[src/sv/bmp24_pkg.sv]
// ----------------------------------------------------------------------------
// bmp24_pkg
// Shared widths, header constants and register indexes for the 24-bit BMP
// pixel unpacker.
// ----------------------------------------------------------------------------
package bmp24_pkg;

    localparam int DIM_W   = 14;
    localparam int COORD_W = 15;
    localparam int COLOR_W = 24;
    localparam int BYTE_W  = 8;
    localparam int HALF_W  = 16;
    localparam int DATA_W  = 32;
    localparam int INDEX_W = 4;

    localparam logic [DIM_W-1:0]  MAX_DIMENSION = 14'd10000;
    localparam logic [HALF_W-1:0] BMP_SIGNATURE = 16'h4d42;
    localparam logic [HALF_W-1:0] BMP_DEPTH     = 16'd24;

    localparam logic [INDEX_W-1:0] REG_IMAGE_WIDTH   = 4'd0;
    localparam logic [INDEX_W-1:0] REG_IMAGE_HEIGHT  = 4'd1;
    localparam logic [INDEX_W-1:0] REG_ORIGIN_X      = 4'd2;
    localparam logic [INDEX_W-1:0] REG_ORIGIN_Y      = 4'd3;
    localparam logic [INDEX_W-1:0] REG_TRANSPARENT   = 4'd4;
    localparam logic [INDEX_W-1:0] REG_SIGNATURE     = 4'd5;
    localparam logic [INDEX_W-1:0] REG_BITS_PER_PIX  = 4'd6;
    localparam logic [INDEX_W-1:0] REG_DATA_BYTES    = 4'd7;

    // byte position within a stored pixel
    localparam logic [1:0] PHASE_BLUE  = 2'd0;
    localparam logic [1:0] PHASE_GREEN = 2'd1;
    localparam logic [1:0] PHASE_RED   = 2'd2;

endpackage

[src/sv/bmp24_pixel_unpacker_unit.sv]
// A pixel is registered when its red byte is taken, in the spare word if the port stalls.
// Throughput: one byte per cycle; a spare result register lets a new byte in while a
// result still waits to be taken, and the input stalls only when both are full or
// after each register write (and after reset), while the two-stage registered header
// check settles.
// Reset (aresetn low, synchronous) clears the settings, the counters and the result port.
// ----------------------------------------------------------------------------
// bmp24_pixel_unpacker_unit
// Unpacks the pixel array of a 24-bit bottom-up BMP image one byte per word, skips
// row padding, flips rows and emits one pixel write per pixel unless transparent black.
// ----------------------------------------------------------------------------
module bmp24_pixel_unpacker_unit
    import bmp24_pkg::*;
(
    input  logic               aclk,
    input  logic               aresetn,

    input  logic               cfg_valid,
    output logic               cfg_ready,
    input  logic [INDEX_W-1:0] cfg_index,
    input  logic [DATA_W-1:0]  cfg_data,

    input  logic               s_valid,
    output logic               s_ready,
    input  logic [BYTE_W-1:0]  s_pixel_byte,
    input  logic               s_frame_start,

    output logic               m_valid,
    input  logic               m_ready,
    output logic [COORD_W-1:0] m_screen_x,
    output logic [COORD_W-1:0] m_screen_y,
    output logic [COLOR_W-1:0] m_color
);

    // configuration registers
    logic [DIM_W-1:0]  image_width_reg;
    logic [DIM_W-1:0]  image_height_reg;
    logic [DIM_W-1:0]  origin_x_reg;
    logic [DIM_W-1:0]  origin_y_reg;
    logic              transparent_reg;
    logic [HALF_W-1:0] signature_reg;
    logic [HALF_W-1:0] bpp_reg;
    logic [DATA_W-1:0] data_bytes_reg;

    // header check pipeline
    logic [1:0]        settle_reg;
    logic              basic_ok_reg;
    logic [29:0]       total_reg;
    logic              hdr_ok_reg;
    logic [HALF_W-1:0] stride_bytes;
    logic              basic_ok_next;

    // progress state
    logic [1:0]        phase_reg,   phase_next;
    logic [DIM_W-1:0]  column_reg,  column_next;
    logic [DIM_W-1:0]  row_reg,     row_next;
    logic [1:0]        pad_reg,     pad_next;
    logic [BYTE_W-1:0] blue_reg,    blue_next;
    logic [BYTE_W-1:0] green_reg,   green_next;
    logic              done_reg,    done_next;

    // frame start view of the state
    logic [1:0]        eff_phase;
    logic [DIM_W-1:0]  eff_column;
    logic [DIM_W-1:0]  eff_row;
    logic [1:0]        eff_pad;
    logic [BYTE_W-1:0] eff_blue;
    logic [BYTE_W-1:0] eff_green;
    logic              eff_done;

    logic [DIM_W-1:0]  row_inc;
    logic [DIM_W:0]    column_inc;
    logic [COLOR_W-1:0] color_word;
    logic              emit;

    logic               m_valid_reg;
    logic [COORD_W-1:0] screen_x_reg, screen_x_next;
    logic [COORD_W-1:0] screen_y_reg, screen_y_next;
    logic [COLOR_W-1:0] color_reg;

    // spare result word
    logic               skid_valid_reg;
    logic [COORD_W-1:0] skid_x_reg;
    logic [COORD_W-1:0] skid_y_reg;
    logic [COLOR_W-1:0] skid_color_reg;

    logic s_accept;
    logic result_push;
    logic main_hold;

    assign cfg_ready   = 1'b1;
    assign s_ready     = (settle_reg == 2'd0) && !skid_valid_reg;
    assign s_accept    = s_valid && s_ready;
    assign result_push = s_accept && emit;
    assign main_hold   = m_valid_reg && !m_ready;

    // register file
    always_ff @(posedge aclk) begin
        if (!aresetn) begin
            image_width_reg  <= '0;
            image_height_reg <= '0;
            origin_x_reg     <= '0;
            origin_y_reg     <= '0;
            transparent_reg  <= 1'b0;
            signature_reg    <= '0;
            bpp_reg          <= '0;
            data_bytes_reg   <= '0;
        end else if (cfg_valid) begin
            unique case (cfg_index)
                REG_IMAGE_WIDTH:  image_width_reg  <= cfg_data[DIM_W-1:0];
                REG_IMAGE_HEIGHT: image_height_reg <= cfg_data[DIM_W-1:0];
                REG_ORIGIN_X:     origin_x_reg     <= cfg_data[DIM_W-1:0];
                REG_ORIGIN_Y:     origin_y_reg     <= cfg_data[DIM_W-1:0];
                REG_TRANSPARENT:  transparent_reg  <= cfg_data[0];
                REG_SIGNATURE:    signature_reg    <= cfg_data[HALF_W-1:0];
                REG_BITS_PER_PIX: bpp_reg          <= cfg_data[HALF_W-1:0];
                REG_DATA_BYTES:   data_bytes_reg   <= cfg_data;
                default: begin
                end
            endcase
        end
    end

    // header check, two registered stages
    assign stride_bytes = ({2'b00, image_width_reg} * 16'd3 + 16'd3) & ~16'd3;

    assign basic_ok_next = (signature_reg == BMP_SIGNATURE) && (bpp_reg == BMP_DEPTH)
                        && (image_width_reg != '0) && (image_height_reg != '0)
                        && (image_width_reg <= MAX_DIMENSION)
                        && (image_height_reg <= MAX_DIMENSION);

    always_ff @(posedge aclk) begin
        if (!aresetn) begin
            settle_reg   <= 2'd2;
            basic_ok_reg <= 1'b0;
            hdr_ok_reg   <= 1'b0;
        end else begin
            if (cfg_valid) begin
                settle_reg <= 2'd2;
            end else if (settle_reg != 2'd0) begin
                settle_reg <= settle_reg - 2'd1;
            end
            basic_ok_reg <= basic_ok_next;
            hdr_ok_reg   <= basic_ok_reg && ({2'b00, total_reg} <= data_bytes_reg);
        end
    end

    always_ff @(posedge aclk) begin
        total_reg <= {14'd0, stride_bytes} * {16'd0, image_height_reg};
    end

    // byte assembly, padding skip and counters
    always_comb begin
        eff_phase  = s_frame_start ? PHASE_BLUE : phase_reg;
        eff_column = s_frame_start ? '0 : column_reg;
        eff_row    = s_frame_start ? '0 : row_reg;
        eff_pad    = s_frame_start ? '0 : pad_reg;
        eff_blue   = s_frame_start ? '0 : blue_reg;
        eff_green  = s_frame_start ? '0 : green_reg;
        eff_done   = s_frame_start ? 1'b0 : done_reg;

        phase_next  = eff_phase;
        column_next = eff_column;
        row_next    = eff_row;
        pad_next    = eff_pad;
        blue_next   = eff_blue;
        green_next  = eff_green;
        done_next   = eff_done;
        emit        = 1'b0;

        row_inc    = eff_row + 1'b1;
        column_inc = {1'b0, eff_column} + 1'b1;
        color_word = {s_pixel_byte, eff_green, eff_blue};

        screen_x_next = {1'b0, origin_x_reg} + {1'b0, eff_column};
        screen_y_next = {1'b0, origin_y_reg} + {1'b0, image_height_reg} - 15'd1
                      - {1'b0, eff_row};

        if (hdr_ok_reg && !eff_done) begin
            if (eff_row >= image_height_reg) begin
                done_next = 1'b1;
            end else if (eff_pad != 2'd0) begin
                pad_next = eff_pad - 2'd1;
            end else if (eff_phase == PHASE_BLUE) begin
                blue_next  = s_pixel_byte;
                phase_next = PHASE_GREEN;
            end else if (eff_phase == PHASE_GREEN) begin
                green_next = s_pixel_byte;
                phase_next = PHASE_RED;
            end else begin
                phase_next = PHASE_BLUE;
                emit       = !(transparent_reg && (color_word == '0));
                if (column_inc >= {1'b0, image_width_reg}) begin
                    column_next = '0;
                    row_next    = row_inc;
                    pad_next    = image_width_reg[1:0];
                    done_next   = (row_inc >= image_height_reg);
                end else begin
                    column_next = column_inc[DIM_W-1:0];
                end
            end
        end
    end

    always_ff @(posedge aclk) begin
        if (!aresetn) begin
            phase_reg  <= PHASE_BLUE;
            column_reg <= '0;
            row_reg    <= '0;
            pad_reg    <= '0;
            blue_reg   <= '0;
            green_reg  <= '0;
            done_reg   <= 1'b0;
        end else if (s_accept) begin
            phase_reg  <= phase_next;
            column_reg <= column_next;
            row_reg    <= row_next;
            pad_reg    <= pad_next;
            blue_reg   <= blue_next;
            green_reg  <= green_next;
            done_reg   <= done_next;
        end
    end

    // result register and spare word
    always_ff @(posedge aclk) begin
        if (!aresetn) begin
            m_valid_reg    <= 1'b0;
            skid_valid_reg <= 1'b0;
        end else if (skid_valid_reg) begin
            if (m_ready) begin
                skid_valid_reg <= 1'b0;
            end
        end else if (result_push) begin
            if (main_hold) begin
                skid_valid_reg <= 1'b1;
            end else begin
                m_valid_reg <= 1'b1;
            end
        end else if (m_ready) begin
            m_valid_reg <= 1'b0;
        end
    end

    always_ff @(posedge aclk) begin
        if (skid_valid_reg) begin
            if (m_ready) begin
                screen_x_reg <= skid_x_reg;
                screen_y_reg <= skid_y_reg;
                color_reg    <= skid_color_reg;
            end
        end else if (result_push) begin
            if (main_hold) begin
                skid_x_reg     <= screen_x_next;
                skid_y_reg     <= screen_y_next;
                skid_color_reg <= color_word;
            end else begin
                screen_x_reg <= screen_x_next;
                screen_y_reg <= screen_y_next;
                color_reg    <= color_word;
            end
        end
    end

    assign m_valid    = m_valid_reg;
    assign m_screen_x = screen_x_reg;
    assign m_screen_y = screen_y_reg;
    assign m_color    = color_reg;

endmodule

[config.mk]
export PLATFORM = sky130hd
export DESIGN_NAME = bmp24_pixel_unpacker_unit
export DESIGN_NICKNAME = d
export VERILOG_FILES = /design/src/sv/bmp24_pkg.sv /design/src/sv/bmp24_pixel_unpacker_unit.sv
export SDC_FILE = /design/constraint.sdc
export NUM_CORES = 1
export LEC_CHECK = 0
export ABC_AREA = 1
export BUFFER_PORTS_ARGS = -buffer_cell sky130_fd_sc_hd__buf_4
export CAP_MARGIN = 25
export CORE_AREA = 2 2 282 215
export CTS_CLUSTER_DIAMETER = 200
export DETAILED_ROUTE_END_ITERATION = 10
export DIE_AREA = 0 0 284 217
export PLACE_DENSITY_LB_ADDON = 0.08
export SLEW_MARGIN = 20
export SYNTH_ARGS = -nofsm -noshare
export SYNTH_HDL_FRONTEND = slang
export SYNTH_SLANG_ARGS = --single-unit
[constraint.sdc]
create_clock -name aclk -period 11.93 [get_ports aclk]
set_input_delay 1.193 -clock aclk [delete_from_list [all_inputs] [get_ports aclk]]
set_output_delay 1.193 -clock aclk [all_outputs]
set_load 0.03 [all_outputs]
==> results.json <==
{
  "status": "completed",
  "hold_end": "hdr_ok_reg$_SDFF_PN0_",
  "rr_endpoint": "total_reg[22]$_DFF_P_",
  "crit_top_cell": "nand2_1",
  "hold_path_depth": 2,
  "drtPass1Iterations": 5,
  "hold_viol": 0,
  "syn_inst": 2884,
  "synthArstFlopShare": 0,
  "io_pins": 107,
  "cts_buffers": 37,
  "core-area_mm2": 0.05934,
  "fin_crit_ns": 7.869,
  "syn_area_mm2": 0.02332,
  "r2r_cells": 32,
  "maxSlewViolCount": 0,
  "grt_usage": 0.2280,
  "period_share": 0.6596,
  "grt_pass1_wl_um": 108600,
  "htree_levels": 2,
  "diodes": 0,
  "setup_viol": 0,
  "worstSetupEndpointType": "flip-flop",
  "relSlewSlack": 0.3301,
  "leakage_nw": 12.37,
  "clock_tree.root_cell": "clkbuf_16",
  "synth_fa_ha_area_frac": 0.2566,
  "synth_top_flop_cell": "dfxtp_1",
  "dpl.hpwl_um": 54310,
  "drt.antenna.violating_nets": 0,
  "grt_max_degree": 78,
  "core.rowCount": 78,
  "crit_required_ns": 12.39,
  "yosysWarnings": 0,
  "timing.setup.tns_ns": 0,
  "hold_path.class": "flip-flop to flip-flop",
  "power_density_mw_per_mm2": 99.27,
  "largest_reg_flops": 32,
  "synth_compound_area_frac": 0.1147,
  "wire_per_inst_um": 18.53,
  "ir_drop_mv": 0.08067,
  "path_max_fanout": 9,
  "muxShareOfSynthArea": 0,
  "fmax_mhz": 127.1,
  "rsz0062_at_grt": "false",
  "ys_top_cells_by_area": "dfxtp_1 18%, edfxtp_1 14%, fa_1 13%",
  "synth_top_family_by_area": "adder cells",
  "drv_cap": 0,
  "grt_pass1_vias": 18670,
  "insertion_delay_ns": 0.58,
  "cts_hold_buf": 0,
  "postLayoutSetupSlackWorst_ns": 4.061,
  "wirelength_um": 70100,
  "clockBufferDepth": 3,
  "place_congestion": 0.8942,
  "place_inst": 3715,
  "synth-xor-area-share": 0.02742,
  "seq_area_frac_synth": 0.3142,
  "grt_antenna_before_repair": 2,
  "post_cts_buffers": 0,
  "synth.net_count": 3318,
  "synth_top_area_frac": 0.1751,
  "final_nets": 3389,
  "port_buffers": 105,
  "final_layout_size_suffix_gt1_frac": 0.08481,
  "synth_edf_count": 108,
  "clk_pin_slew_ns": 0.06,
  "syn_avg_cell_area_um2": 8.086,
  "cts_tree": "built",
  "die_h_um": 217,
  "die_w_um": 284,
  "worstSetupPathType": "flip-flop to flip-flop",
  "synth_seq_cells": 312,
  "hold_start": "basic_ok_reg$_SDFF_PN0_",
  "synth_cell_types": 60,
  "synth_top_area_cell": "dfxtp_1",
  "synth-simple-area-share": 0.1883,
  "drt_first_iter_violations": 1485,
  "clock_sinks": 312,
  "worstSetupStartpointType": "flip-flop",
  "arrival_ns": 8.33,
  "fin_cells": 3783,
  "cts_resized": 0,
  "r2r_start": "image_width_reg[4]$_SDFFE_PN0P_",
  "viasPerCell": 5.131,
  "reg2reg_slack_ns": 4.06,
  "slowest_stage": "xnor2_1",
  "overflow": 0,
  "drc": 0,
  "tightest_slew_ns": 0.9957,
  "critPathMaxStageDelay_ns": 0.74,
  "num_vias": 19410,
  "p_total_mw": 2.588,
  "start_util": 0.3930,
  "clock_skew_ns": 0.02525,
  "die_area_mm2": 0.06163,
  "synthToLayoutAreaGrowth_pct": 11.78,
  "dp_worst_setup_slack_ns": 4.213
}
==> synthesized netlist by cell type, drive strengths merged (2+ instances only) <==
cell type,count
o21a,4
o31ai,2
fa,157
nand4,31
nand3,97
o211ai,18
a21boi,4
a221oi,2
a31oi,8
nor4,12
nor2,298
edfxtp,108
a21oi,236
xnor2,27
and2,3
o22ai,3
ha,227
xor2,46
o21bai,8
clkinv,6
o21ai,206
buf,16
o2111ai,2
a21o,4
or2,9
and3,2
nand2,538
inv,506
clkbuf,71
dfxtp,204
nor3,21
==> worst max path at each step <==
| stage | startpoint | to | slack [ns] | cells after the start |
|---|---|---|---|---|
| floorplan | image_width_reg[2]$_SDFFE_PN0P_ | total_reg[19]$_DFF_P_ | 5.16 | 31 |
| global placement | image_width_reg[4]$_SDFFE_PN0P_ | total_reg[27]$_DFF_P_ | 4.16 | 32 |
| detailed placement | image_width_reg[4]$_SDFFE_PN0P_ | total_reg[22]$_DFF_P_ | 4.21 | 32 |
| CTS | image_width_reg[4]$_SDFFE_PN0P_ | total_reg[22]$_DFF_P_ | 4.18 | 32 |
| global route | image_width_reg[2]$_SDFFE_PN0P_ | total_reg[21]$_DFF_P_ | 3.66 | 29 |
| finish | image_width_reg[4]$_SDFFE_PN0P_ | total_reg[22]$_DFF_P_ | 4.06 | 32 |
==> cell type report <==
type | count | area [µm²]
sequential | 312 | 7328
clock buffer | 49 | 1022
clock inverter | 18 | 181.4
tap | 800 | 1001
multi-input combinational | 1973 | 13710
inverter | 512 | 1929
fill | 6077 | 33270
timing repair buffer | 119 | 897.1
==> metrics by stage <==
| stage | area, µm² | utilization | hold WS (ns) |
|---|---|---|---|
| finish | 26070 | 0.4393 | 0.4277 |
| global route | 26070 | 0.4393 | 0.4478 |
| CTS | 26060 | 0.4391 | 0.4302 |
| detailed placement | 24850 | 0.4189 | 0.4226 |
| global placement | 24850 | 0.4189 | 0.4285 |
| floorplan | 23320 | - | 0.3975 |
==> metal layers <==
| metal | track usage | wire, µm | up-vias |
|---|---|---|---|
| met2 | 0.3168 | 27780 | 577 |
| li1 | - | - | 9366 |
| met3 | 0.05178 | 5781 | 67 |
| met1 | 0.3575 | 35510 | 9397 |
| met4 | 0.04228 | 1009 | 2 |
| met5 | 0 | 13 | - |
==> worst max-delay path, delay by kind of cell (launching register included) <==
kind | cells | cell delay [ns]
compound gates | 5 | 0.96
xor+xnor | 1 | 0.74
flops | 1 | 0.39
fa+ha+maj | 9 | 3.81
buf+inv | 7 | 0.74
simple gates | 10 | 1.11
==> logic make-up (layout without fill, tap and decap cells) <==
| group | Yosys count | count (layout) |
|---|---|---|
| and+or+nand+nor | 1013 | 1013 |
| buffers and inverters | 599 | 698 |
| AOI/OAI and AO/OA | 502 | 502 |
| adders and majority gates | 384 | 384 |
| DFF | 312 | 312 |
| xor gates and xnor gates | 73 | 73 |
| other | 1 | 1 |
==> where the power goes <==
group          switching, mW  total (mW)  internal [mW]  leakage, nW
Combinational          0.205       0.299         0.0940         9.14
Sequential            0.0117        1.13           1.12         2.64
Clock                  0.503        1.16          0.655        0.589
==> cells in the final DEF, fill, tap and decap left out, types with 17 or more instances in the layout <==
master | Yosys | routed
a21oi_1 | 235 | 234
buf_4 | 2 | 118
clkbuf_16 | 0 | 38
dfxtp_1 | 204 | 203
edfxtp_1 | 108 | 108
fa_1 | 157 | 157
ha_1 | 227 | 227
inv_1 | 488 | 488
inv_2 | 17 | 17
nand2_1 | 531 | 531
nand3_1 | 95 | 95
nand4_1 | 29 | 29
nor2_1 | 273 | 272
nor3_1 | 18 | 18
o211ai_1 | 18 | 18
o21ai_0 | 201 | 201
xnor2_1 | 27 | 27
xor2_1 | 46 | 46
Power figures use the tool's default switching activity.
